===== config.mk =====
export PLATFORM = sky130hd
export DESIGN_NAME = float_literal_recognizer
export DESIGN_NICKNAME = d
export VERILOG_FILES = /design/src/rtl/core/flr_pkg.sv /design/src/rtl/core/float_literal_recognizer.sv
export SDC_FILE = /design/constraint.sdc
export NUM_CORES = 1
export LEC_CHECK = 0
export ABC_AREA = 1
export BUFFER_PORTS_ARGS = -buffer_cell sky130_fd_sc_hd__buf_4
export CAP_MARGIN = 20
export CELL_PAD_IN_SITES_DETAIL_PLACEMENT = 1
export CELL_PAD_IN_SITES_GLOBAL_PLACEMENT = 1
export CORE_AREA = 2 2 189 191
export CTS_CLUSTER_SIZE = 28
export DETAILED_ROUTE_END_ITERATION = 7
export DIE_AREA = 0 0 191 193
export GPL_ROUTABILITY_DRIVEN = 1
export PLACE_DENSITY_LB_ADDON = 0.1
export SYNTH_ARGS = -nofsm -noshare
export SYNTH_HDL_FRONTEND = slang
export SYNTH_SLANG_ARGS = --single-unit

===== constraint.sdc =====
create_clock -name clk -period 20.1 [get_ports clk]
set_input_delay 4.02 -clock clk [delete_from_list [all_inputs] [get_ports clk]]
set_output_delay 4.02 -clock clk [all_outputs]
set_load 0.01 [all_outputs]

===== src/rtl/core/flr_pkg.sv =====
// Package with types, constants and field positions for the float literal recognizer.
`default_nettype none

package flr_pkg;

  // Character classes remembered from the previous accepted character.
  typedef enum logic [2:0] {
    CLS_NONE,
    CLS_DIGIT,
    CLS_DOT,
    CLS_EXP,
    CLS_SIGN,
    CLS_SPACER,
    CLS_SUFFIX
  } char_class_t;

  // Field widths.
  localparam int CHAR_W = 8;
  localparam int SIG_W  = 64;
  localparam int FRAC_W = 8;
  localparam int EXPM_W = 16;

  // Output tdata layout, lowest bits first, padded to whole bytes.
  localparam int SIG_LSB    = 0;
  localparam int FRAC_LSB   = SIG_LSB + SIG_W;
  localparam int EXPNEG_BIT = FRAC_LSB + FRAC_W;
  localparam int EXPM_LSB   = EXPNEG_BIT + 1;
  localparam int OVF_BIT    = EXPM_LSB + EXPM_W;
  localparam int M_USED_W   = OVF_BIT + 1;
  localparam int M_DATA_W   = ((M_USED_W + 7) / 8) * 8;
  localparam int M_PAD_W    = M_DATA_W - M_USED_W;

  // Saturation limits.
  localparam logic [SIG_W-1:0]  SIG_LIMIT    = 64'd999999999999999999;
  localparam logic [SIG_W-1:0]  SIG_MAX      = 64'd9999999999999999999;
  localparam logic [EXPM_W-1:0] EXP_LIMIT    = 16'd6553;
  localparam logic [3:0]        EXP_LAST_DIG = 4'd5;
  localparam logic [EXPM_W-1:0] EXP_MAX      = 16'hFFFF;
  localparam logic [FRAC_W-1:0] FRAC_MAX     = 8'hFF;
  localparam logic [1:0]        SPACER_LIMIT = 2'd2;

  // Character codes.
  localparam logic [CHAR_W-1:0] CH_ZERO  = 8'h30;
  localparam logic [CHAR_W-1:0] CH_NINE  = 8'h39;
  localparam logic [CHAR_W-1:0] CH_DOT   = 8'h2E;
  localparam logic [CHAR_W-1:0] CH_E_LC  = 8'h65;
  localparam logic [CHAR_W-1:0] CH_E_UC  = 8'h45;
  localparam logic [CHAR_W-1:0] CH_PLUS  = 8'h2B;
  localparam logic [CHAR_W-1:0] CH_MINUS = 8'h2D;
  localparam logic [CHAR_W-1:0] CH_UNDER = 8'h5F;
  localparam logic [CHAR_W-1:0] CH_F_LC  = 8'h66;
  localparam logic [CHAR_W-1:0] CH_F_UC  = 8'h46;
  localparam logic [CHAR_W-1:0] CH_D_LC  = 8'h64;
  localparam logic [CHAR_W-1:0] CH_D_UC  = 8'h44;

endpackage

`default_nettype wire


===== src/rtl/core/float_literal_recognizer.sv =====
// Top level of the float literal recognizer: character scanner and result register.
// The result of a string appears on m_tvalid in the cycle after its last beat is accepted.
// Throughput: one character beat per cycle; the scan state updates in a single pass
// whose longest path is the 64-bit multiply-by-ten and add of the significand.
// s_tready drops only while a finished result waits and m_tready is low.
// Reset (rst, synchronous, active high) clears the scan state and the output valid.
`default_nettype none

module float_literal_recognizer (
  input  logic                          clk,
  input  logic                          rst,
  input  logic                          s_tvalid,
  output logic                          s_tready,
  input  logic [flr_pkg::CHAR_W-1:0]    s_tdata,  // [7:0] char_code
  input  logic                          s_tlast,  // is_last
  output logic                          m_tvalid,
  input  logic                          m_tready,
  // [63:0] significand, [71:64] fraction_digits, [72] exponent_negative,
  // [88:73] exponent_magnitude, [89] overflow, [95:90] zero
  output logic [flr_pkg::M_DATA_W-1:0]  m_tdata,
  output logic                          m_tuser   // valid_res
);
  import flr_pkg::*;

  // Scan state.
  logic              at_first_char, at_first_char_next;
  logic              in_fraction, in_fraction_next;
  logic              in_exponent, in_exponent_next;
  logic              dot_seen, dot_seen_next;
  logic              suffix_seen, suffix_seen_next;
  char_class_t       previous_class, previous_class_next;
  logic [1:0]        spacer_run, spacer_run_next;
  logic              failed, failed_next;
  logic              mantissa_digit_seen, mantissa_digit_seen_next;
  logic              exp_sign_negative, exp_sign_negative_next;
  logic [SIG_W-1:0]  digit_accumulator, digit_accumulator_next;
  logic [FRAC_W-1:0] fraction_count, fraction_count_next;
  logic [EXPM_W-1:0] exponent_accumulator, exponent_accumulator_next;
  logic              saturated, saturated_next;

  // Result register.
  logic              res_ok, res_ok_next;
  logic [M_DATA_W-1:0] res_data_next;

  logic              in_beat;
  logic              is_digit;
  logic [3:0]        digit_val;
  logic [CHAR_W-1:0] digit_off;
  logic [SIG_W-1:0]  sig_times_ten;
  logic [EXPM_W-1:0] exp_times_ten;
  logic              sig_over;
  logic              exp_over;

  // The input side stalls only when the output register is full and held.
  assign s_tready = !m_tvalid || m_tready;
  assign in_beat  = s_tvalid && s_tready;

  // Digit decode and the multiply-by-ten datapaths.
  assign is_digit      = (s_tdata >= CH_ZERO) && (s_tdata <= CH_NINE);
  assign digit_off     = s_tdata - CH_ZERO;
  assign digit_val     = digit_off[3:0];
  assign sig_times_ten = (digit_accumulator << 3) + (digit_accumulator << 1)
                         + {{(SIG_W-4){1'b0}}, digit_val};
  assign exp_times_ten = (exponent_accumulator << 3) + (exponent_accumulator << 1)
                         + {{(EXPM_W-4){1'b0}}, digit_val};
  assign sig_over      = digit_accumulator > SIG_LIMIT;
  assign exp_over      = (exponent_accumulator > EXP_LIMIT) ||
                         ((exponent_accumulator == EXP_LIMIT) && (digit_val > EXP_LAST_DIG));

  // Next scan state for one character.
  always_comb begin
    at_first_char_next        = at_first_char;
    in_fraction_next          = in_fraction;
    in_exponent_next          = in_exponent;
    dot_seen_next             = dot_seen;
    suffix_seen_next          = suffix_seen;
    previous_class_next       = previous_class;
    spacer_run_next           = spacer_run;
    failed_next               = failed;
    mantissa_digit_seen_next  = mantissa_digit_seen;
    exp_sign_negative_next    = exp_sign_negative;
    digit_accumulator_next    = digit_accumulator;
    fraction_count_next       = fraction_count;
    exponent_accumulator_next = exponent_accumulator;
    saturated_next            = saturated;

    if (!failed) begin
      priority if (is_digit) begin
        if (in_exponent) begin
          if (exp_over) begin
            exponent_accumulator_next = EXP_MAX;
            saturated_next            = 1'b1;
          end else begin
            exponent_accumulator_next = exp_times_ten;
          end
        end else begin
          mantissa_digit_seen_next = 1'b1;
          if (sig_over) begin
            digit_accumulator_next = SIG_MAX;
            saturated_next         = 1'b1;
          end else begin
            digit_accumulator_next = sig_times_ten;
          end
          if (in_fraction) begin
            if (fraction_count == FRAC_MAX) begin
              saturated_next = 1'b1;
            end else begin
              fraction_count_next = fraction_count + 1'b1;
            end
          end
        end
        spacer_run_next     = '0;
        previous_class_next = CLS_DIGIT;
      end else if (s_tdata == CH_DOT) begin
        if (dot_seen || in_exponent || previous_class == CLS_SPACER) begin
          failed_next = 1'b1;
        end else begin
          dot_seen_next       = 1'b1;
          in_fraction_next    = 1'b1;
          previous_class_next = CLS_DOT;
        end
      end else if ((s_tdata == CH_E_LC) || (s_tdata == CH_E_UC)) begin
        if (in_exponent || previous_class == CLS_SPACER || at_first_char || s_tlast) begin
          failed_next = 1'b1;
        end else begin
          in_exponent_next    = 1'b1;
          in_fraction_next    = 1'b0;
          previous_class_next = CLS_EXP;
        end
      end else if ((s_tdata == CH_MINUS) || (s_tdata == CH_PLUS)) begin
        if (previous_class != CLS_EXP || s_tlast) begin
          failed_next = 1'b1;
        end else begin
          exp_sign_negative_next = (s_tdata == CH_MINUS);
          previous_class_next    = CLS_SIGN;
        end
      end else if (s_tdata == CH_UNDER) begin
        if (at_first_char || s_tlast || previous_class == CLS_DOT ||
            previous_class == CLS_EXP || previous_class == CLS_SIGN ||
            spacer_run >= SPACER_LIMIT) begin
          failed_next = 1'b1;
        end else begin
          spacer_run_next     = spacer_run + 1'b1;
          previous_class_next = CLS_SPACER;
        end
      end else if ((s_tdata == CH_F_LC) || (s_tdata == CH_F_UC) ||
                   (s_tdata == CH_D_LC) || (s_tdata == CH_D_UC)) begin
        if (!s_tlast || previous_class == CLS_SPACER || previous_class == CLS_EXP ||
            previous_class == CLS_SIGN) begin
          failed_next = 1'b1;
        end else begin
          suffix_seen_next    = 1'b1;
          previous_class_next = CLS_SUFFIX;
        end
      end else begin
        failed_next = 1'b1;
      end
    end
    at_first_char_next = 1'b0;

    // Result of the string, judged on the state after its last character.
    res_ok_next = !failed_next && mantissa_digit_seen_next &&
                  (dot_seen_next || in_exponent_next || suffix_seen_next);
    res_data_next = '0;
    if (res_ok_next) begin
      res_data_next = {{M_PAD_W{1'b0}}, saturated_next, exponent_accumulator_next,
                       exp_sign_negative_next, fraction_count_next,
                       digit_accumulator_next};
    end
  end

  // Scan state register; the end of a string returns everything to reset values.
  always_ff @(posedge clk) begin
    if (rst || (in_beat && s_tlast)) begin
      at_first_char        <= 1'b1;
      in_fraction          <= 1'b0;
      in_exponent          <= 1'b0;
      dot_seen             <= 1'b0;
      suffix_seen          <= 1'b0;
      previous_class       <= CLS_NONE;
      spacer_run           <= '0;
      failed               <= 1'b0;
      mantissa_digit_seen  <= 1'b0;
      exp_sign_negative    <= 1'b0;
      digit_accumulator    <= '0;
      fraction_count       <= '0;
      exponent_accumulator <= '0;
      saturated            <= 1'b0;
    end else if (in_beat) begin
      at_first_char        <= at_first_char_next;
      in_fraction          <= in_fraction_next;
      in_exponent          <= in_exponent_next;
      dot_seen             <= dot_seen_next;
      suffix_seen          <= suffix_seen_next;
      previous_class       <= previous_class_next;
      spacer_run           <= spacer_run_next;
      failed               <= failed_next;
      mantissa_digit_seen  <= mantissa_digit_seen_next;
      exp_sign_negative    <= exp_sign_negative_next;
      digit_accumulator    <= digit_accumulator_next;
      fraction_count       <= fraction_count_next;
      exponent_accumulator <= exponent_accumulator_next;
      saturated            <= saturated_next;
    end
  end

  // Output valid: set by a last beat, cleared when the result beat is taken.
  always_ff @(posedge clk) begin
    if (rst) begin
      m_tvalid <= 1'b0;
    end else if (in_beat && s_tlast) begin
      m_tvalid <= 1'b1;
    end else if (m_tready) begin
      m_tvalid <= 1'b0;
    end
  end

  // Output payload.
  always_ff @(posedge clk) begin
    if (in_beat && s_tlast) begin
      res_ok  <= res_ok_next;
      m_tdata <= res_data_next;
    end
  end

  assign m_tuser = res_ok;

endmodule

`default_nettype wire


Word-level counts from Yosys, hierarchy flattened
Index checks and enable logic that the tools add are counted.
Widths: inputs -> output; s select.
{"block": "totals", "ff_bits": 200, "output_inout_bits": 99, "wordCells": 182}
{"block": "classes", "add_sub_neg": 7, "order_cmp": 6, "n_eq_ne": 28, "muxes": 81, "bitwise": 2, "reduce_logical": 40}
{"cell": "$mux 64", "count": 4}
{"cell": "$add 64x4->64", "count": 1}
{"cell": "$add 64x64->64", "count": 1}
{"cell": "$gt 64x60->1 const B", "count": 1}
{"cell": "$mux 16", "count": 4}
{"cell": "$eq 8x7->1 const B", "count": 7}
{"cell": "$mux 1", "count": 51}
{"cell": "$mux 8", "count": 5}
{"cell": "$mux 3", "count": 11}
{"cell": "$eq 8x6->1 const B", "count": 3}
{"cell": "$logic_or 1x1->1", "count": 24}
{"cell": "$add 16x16->16", "count": 1}
{"cell": "$add 16x4->16", "count": 1}
{"cell": "$eq 16x13->1 const B", "count": 1}
{"cell": "$gt 16x13->1 const B", "count": 1}
{"cell": "$mux 2", "count": 6}
{"cell": "$ne 2x2->1 const B", "count": 6}
{"cell": "$ne 6x6->1 const B", "count": 2}
{"cell": "$add 8x1->8 const B", "count": 1}
{"cell": "$eq 8x8->1 const B", "count": 1}
{"cell": "$ge 8x6->1 const B", "count": 1}
{"cell": "$le 8x6->1 const B", "count": 1}
{"cell": "$reduce_and 8->1", "count": 1}
{"cell": "$reduce_and 7->1", "count": 1}
{"cell": "16 further kinds", "count": 28}

Depth between registers and ports, before layout
Gate-level depths: netlist of the first run.
{"block": "depth", "word_depth": 15, "ltp_mapped": 19, "depth_no_buf": 19}

Worst setup path before layout of the first run
OpenSTA, ideal clock, no wires.
{"block": "synth_timing", "path_type": "in2reg", "from": "in m_tready", "to": "reg digit_accumulator[5]", "setup_ns": 0.116, "arrival_time_ns": 9.228, "path_slack_ns": 10.755, "path_stages": 10, "n_path_buf": 1, "cell_sequence": "inv_1 nand2_1 nand2_1 nor2_1 inv_1 nand2_1 inv_1 clkbuf_1 o211ai_1 inv_1"}
{"block": "synth_via", "elab_chain_len": 4}
{"item": "start, declared", "line_no": "float_literal_recognizer.sv:17", "text": "input logic m_tready,"}
{"item": "$logic_or 1x1->1 *", "line_no": "float_literal_recognizer.sv:55", "text": "assign s_tready = !m_tvalid || m_tready;"}
{"item": "net s_tready", "line_no": "float_literal_recognizer.sv:13", "text": "output logic s_tready,"}
{"item": "$logic_and 1x1->1 *", "line_no": "float_literal_recognizer.sv:56", "text": "assign in_beat = s_tvalid && s_tready;"}
{"item": "$logic_and 1x1->1", "line_no": "float_literal_recognizer.sv:174", "text": "if (rst || (in_beat && s_tlast)) begin"}
{"item": "$logic_or 1x1->1", "line_no": "float_literal_recognizer.sv:174"}
{"item": "end signal, assigned", "line_no": "float_literal_recognizer.sv:200", "text": "digit_accumulator <= digit_accumulator_next;"}
{"item": "end, declared", "line_no": "float_literal_recognizer.sv:36", "text": "logic [SIG_W-1:0] digit_accumulator, digit_accumulator_next;"}
Mark *: on every way through the listed nets, which the timed path passes. The rest lies on a longest branch.
A chain may end at the register's enable or synchronous reset.

Worst setup path after layout of the first run
{"block": "layout_timing", "from": "in m_tready", "to": "out s_tready"}
{"block": "layout_via", "elab_chain_len": 1}
{"item": "$logic_or 1x1->1", "line_no": "float_literal_recognizer.sv:55"}
{"item": "end, declared", "line_no": "float_literal_recognizer.sv:13"}
Every way passes these cells.

==> impl_metrics.tcl, run 1 <==
set metrics [dict create \
    portBuffers 105 \
    async_reset_ff_share_pct 0 \
    synth_seq_cells 194 \
    grt_pass1_wl_um 87910 \
    max_freq_mhz 118.8 \
    synth_edf_count 91 \
    avgSynthCellArea_um2 6.519 \
    skew_ns 0.01382 \
    crit_required_ns 16.08 \
    holdWs_ns 0.4640 \
    yosysUniqueCellTypes 51 \
    cts_tree "built" \
    die_w_um 191 \
    firstDrtPassIters 5 \
    vdd_drop_max_v 0.00006364 \
    critPathCaptureType "output pin" \
    wirelength_um 57180 \
    crit_arrival_ns 4.39 \
    reg2reg_depth 10 \
    drc 0 \
    crit_path_start_kind "primary input" \
    globalplace.congestion 0.9864 \
    rrSetupSlack_ns 16.62 \
    rsz0062_at_grt "false" \
    clockPowerShare_pct 35.5 \
    routedWlPerCell_um 19.16 \
    hold_end "at_first_char" \
    path_max_fanout 3 \
    tns_ns 0 \
    crit_path_frequent_cell "buf_4" \
    pin_count 112 \
    yosysWarnings 0 \
    ys.flop_type "dfxtp_1" \
    slew_headroom_pct 30.87 \
    startpoint "m_tready" \
    yosysSeqAreaShare_pct 30.23 \
    num_vias 15990 \
    die-area_mm2 0.03686 \
    routed_via_density 5.357 \
    cp_num_buf_inv 3 \
    maxSlewViolCount 0 \
    cts_root_buf "clkbuf_16" \
    clkSinkCount 194 \
    grt_max_degree 84 \
    post_cts_buffers 0 \
    holdBufCountCts 0 \
    area_growth_pct 10.90 \
    hold_violations 0 \
    outcome "completed" \
    synth_top_area_share_pct 17.61 \
    fin_ws_ns 11.69 \
    power_density_mw_per_mm2 55.13 \
    crit_chain "buf_4, inv_1, nand2_1, buf_4" \
    cap_violations 0 \
    period_share_pct 41.86 \
    min_path_type "reg2reg" \
    syn_inst 2433 \
    synth_area_leader_cell "nand2_1" \
    dpl_worst_slack_ns 11.68 \
    h-tree-depth 4 \
    core_area_mm2 0.03496 \
    cell_internal_pwr_w 0.0006555 \
    synth.top_cells.by_area "nand2_1 18%, edfxtp_1 17%, dfxtp_1 13%, ha_1 12%, inv_1 10%" \
    tightest_slew_ns 1.034 \
    path_clk_slew_ns 0.07 \
    path_class "in2out" \
    hold_path_startpoint "at_first_char" \
    switching_power_w 0.0003143 \
    std_cell_rows 69 \
    n_antenna_cell 0 \
    sw_frac_of_total_pct 32.41 \
    grt_overflow 0 \
    clockBufferDepth 2 \
    insertion_delay_ns 0.47 \
    cpPeakStageDelay_ns 0.15 \
    r2r_start "failed" \
    crit_family "buffers and inverters" \
    cts_resized 0 \
    die_h_um 193 \
    hpwl_um 45590 \
    p_seq_share_pct 46.5 \
    total_power_w 0.0009697 \
    drt-initial-drc-count 807 \
    combPwrFrac_pct 18.1 \
    fin_nets 2678 \
    placed_area_mm2 0.01702 \
    grt_pass1_vias 16032 \
    syn-cell-area_mm2 0.01586 \
    fin_crit_ns 8.415 \
    setup_viol 0 \
    cts_made_buffers 17 \
    final_area_mm2 0.01759 \
    min_path_cells 2 \
    leakage_nw 9.316 \
    ant_nets 0 \
    antenna_found_initial 0 \
    crit_path_top_delay_cell "buf_4" \
    track_usage_pct 31.21 \
    start_util_pct 45.36 \
    worstReg2RegEnd "m_tdata[48]" \
    drive_above_1_share_pct 6.933 \
]
## metal layers
| metal | part of all wire, % | wire length, µm | track usage, % |
|---|---|---|---|
| met1 | 44 | 25430 | 38.88 |
| met2 | 48 | 27400 | 54.19 |
| met3 | 3.2 | 1839 | 3.620 |
| met4 | 4.4 | 2508 | 14.22 |
| met5 | 0 | 0 | 0 |
## cell type report
| class | count | area (µm²) |
|---|---|---|
| clock buffer | 17 | 425.4 |
| clock inverter | 15 | 142.6 |
| fill | 4751 | 17370 |
| inverter | 433 | 1629 |
| multi-input combinational | 1752 | 9174 |
| sequential | 194 | 4795 |
| tap | 461 | 576.8 |
| timing repair buffer | 113 | 848.3 |
## layout by cell type (no fill, tap or decap), types with 30 or more instances in the layout
cell type    n
nand2_1    744
inv_1      428
nor2_1     217
a21oi_1    174
nand3_1    159
ha_1       150
buf_4      113
dfxtp_1    103
o21ai_0     98
edfxtp_1    91
xor2_1      34
nor3_1      30
## logic make-up after synthesis
family / after synthesis / share of synthesized area [%]
AOI/OAI and AO/OA: 323 / 10.76
muxes: 2 / 0.1262
DFF: 194 / 30.23
xor gates and xnor gates: 40 / 2.209
other: 1 / 0.02364
buffers and inverters: 492 / 12.16
and+or+nand+nor: 1227 / 32.16
adders and majority gates: 154 / 12.34
## state kept, by name (all words and copies together) (netlist names), 2 cells and up
name / flops
digit_accumulator: 64
exponent_accumulator: 16
fraction_count: 8
m_tdata: 90
previous_class: 3
spacer_run: 2
## through the flow
step	instances	utilization, %
after floorplan	2438	-
after global placement	2953	48.68
after detailed placement	2953	48.68
after CTS	2985	50.31
after global routing	2985	50.31
final	2985	50.31
## tightest hold or removal path, delay by kind of cell, from the launching register on
kind	cells	cell delay [ns]
simple gates	2	0.11
flops	1	0.31
## power by group through the flow
stage / clock network, W / logic, W / registers, W
after global placement: 0 / 0.000167 / 0.000458
after floorplan: 0 / 0.000117 / 0.000454
after detailed placement: 0 / 0.000174 / 0.000459
final: 0.000344 / 0.000175 / 0.000450
after CTS: 0.000347 / 0.000176 / 0.000450
after global routing: 0.000363 / 0.000196 / 0.000452
## Yosys cell counts, types with 5 or more instances
| cell | instances |
|---|---|
| buf_2 | 7 |
| or2_2 | 10 |
| ha_1 | 150 |
| edfxtp_1 | 91 |
| nor2_1 | 218 |
| xor2_1 | 34 |
| nor3_1 | 30 |
| a21oi_1 | 174 |
| clkbuf_1 | 32 |
| nand2_1 | 744 |
| xnor2_1 | 6 |
| buf_1 | 7 |
| o211ai_1 | 9 |
| inv_1 | 429 |
| o21ai_0 | 98 |
| nand4_1 | 22 |
| o22ai_1 | 23 |
| buf_6 | 6 |
| nand3b_1 | 16 |
| o21a_1 | 5 |
| dfxtp_1 | 103 |
| buf_4 | 7 |
| nand3_1 | 159 |
## worst max-delay path by stage
stage | endpoint | slack, ns | depth (start not counted)
floorplan | digit_accumulator[5] | 10.76 | 10
global placement | s_tready | 11.67 | 4
detailed placement | s_tready | 11.68 | 4
CTS | s_tready | 11.68 | 4
global route | s_tready | 11.65 | 4
finish | s_tready | 11.69 | 4
Power figures use the tool's default switching activity.
==> run 2, diff against run 1 <==
- CORE_AREA: 2 2 189 191 -> 2 2 193 195
- DIE_AREA: 0 0 191 193 -> 0 0 195 197
- clock period: 20.1 -> 7.95 ns (I/O delays scaled with it)
==> run 2 against run 1 <==
  * Critical path depth is 9 higher
  * Combinational power increased to 2.6 times the previous value
  * Core utilization fell by 1.6 points
  * Via count up 0.19%
==> impl_metrics.tcl, run 2 (synthesized netlist as in run 1, its figures left out) <==
set metrics [dict create \
    period_share_pct 60.28 \
    fin_nets 2678 \
    final_cell_mix "744 x nand2_1, 427 x inv_1, 217 x nor2_1" \
    drt-initial-drc-count 925 \
    r2r_start "m_tvalid" \
    grt_pass1_vias 16604 \
    setup_viol 0 \
    firstDrtPassIters 5 \
    reg2reg_depth 11 \
    cap_violations 0 \
    h-tree-depth 4 \
    nFillCells 4913 \
    crit_path_start_kind "primary input" \
    die-area_mm2 0.03842 \
    cts_root_buf "clkbuf_16" \
    max_freq_mhz 208.7 \
    hold_path_startpoint "mantissa_digit_seen" \
    crit_arrival_ns 5.12 \
    fin_crit_ns 4.792 \
    grt_pass1_wl_um 91990 \
    rsz0062_at_grt "false" \
    hold_violations 0 \
    path_clk_slew_ns 0.08 \
    slew_headroom_pct 26.17 \
    n_antenna_cell 0 \
    top_regs "m_tdata x90, digit_accumulator x64, exponent_accumulator x16" \
    path_max_fanout 43 \
    drc 0 \
    std_cell_rows 70 \
    die_h_um 197 \
    hpwl_um 47030 \
    path_class "in2reg" \
    track_usage_pct 31.02 \
    drive_above_1_share_pct 6.933 \
    num_vias 16021 \
    skew_ns 0.01359 \
    core_area_mm2 0.03626 \
    multiInputGateArea_mm2 0.009174 \
    crit_required_ns 8.28 \
    routedWlPerCell_um 19.64 \
    insertion_delay_ns 0.47 \
    globalplace.congestion 0.9165 \
    critPathCaptureType "flip-flop" \
    routed_via_density 5.355 \
    rrSetupSlack_ns 4.05 \
    die_w_um 195 \
    final_common_cell "nand2_1" \
    tns_ns 0 \
    min_path_cells 2 \
    regMostFlops "m_tdata" \
    power_density_mw_per_mm2 143.3 \
    tightest_slew_ns 1.107 \
    antenna_found_initial 1 \
    vdd_drop_max_v 0.0001655 \
    dp.cells 2960 \
    post_cts_buffers 0 \
    start_util_pct 43.74 \
    area_growth_pct 11.34 \
    cts_resized 0 \
    cts_made_buffers 17 \
    wirelength_um 58760 \
    seq_area_mm2 0.004795 \
    cts_tree "built" \
    startpoint "m_tready" \
    maxSlewViolCount 0 \
    pin_count 112 \
    total_power_w 0.002531 \
    grt_max_degree 82 \
    clockBufferDepth 2 \
    fin_cells 2992 \
    holdBufCountCts 0 \
    clkSinkCount 194 \
    ant_nets 0 \
    portBuffers 105 \
    leakage_nw 9.346 \
    outcome "completed" \
    min_path_type "reg2reg" \
    largest_register_ffs 90 \
    grt_overflow 0 \
]
## run 2: metal layers
metal	GRT usage (%)	vias up	part of all wire (%)
met3	3.987	85	3.7
met5	0	-	0.022
met4	11.68	2	3.7
li1	-	7897	-
met1	38.02	7706	44
met2	55.52	331	49
## run 2: layout make-up
cell class                 count  area share, %
clock buffer                  18          2.550
timing repair buffer         113          4.803
inverter                     433          9.224
tap                          468          3.316
multi-input combinational   1752          51.94
sequential                   194          27.15
clock inverter                14          1.013
## run 2: per-stage QoR
stage | setup slack (ns) | cell area, µm² | hold WS [ns] | util, %
after floorplan | 1.035 | 15880 | 0.4278 | -
after global placement | 2.811 | 17030 | 0.4430 | 46.97
after detailed placement | 2.656 | 17030 | 0.4531 | 46.97
after CTS | 3.116 | 17660 | 0.4653 | 48.71
after global routing | 2.841 | 17660 | 0.5007 | 48.71
final | 3.158 | 17660 | 0.4656 | 48.71
## run 2: report_power, final
group	leakage (nW)	internal, W	total, W	switching (W)
clock	0.310	0.000473	0.000938	0.000465
sequential	1.72	0.00109	0.00114	0.0000544
combinational	7.32	0.000156	0.000453	0.000296
## run 2: critical path: stages
cell	delay [ns]
buf_4	0.08
inv_1	0.03
nand2_1	0.09
nand2_1	0.07
buf_4	0.27
nor2_4	0.55
inv_1	0.13
nand2_1	0.09
buf_4	0.43
clkinv_1	0.89
buf_4	0.57
o21ai_0	0.18
a21oi_1	0.09
## run 2: path summary, 6_finish.rpt
path,endpoint
worst max-delay path,exponent_accumulator[8]
worst min-delay path,mantissa_digit_seen
worst max register to register,exponent_accumulator[8]
worst min register to register,mantissa_digit_seen
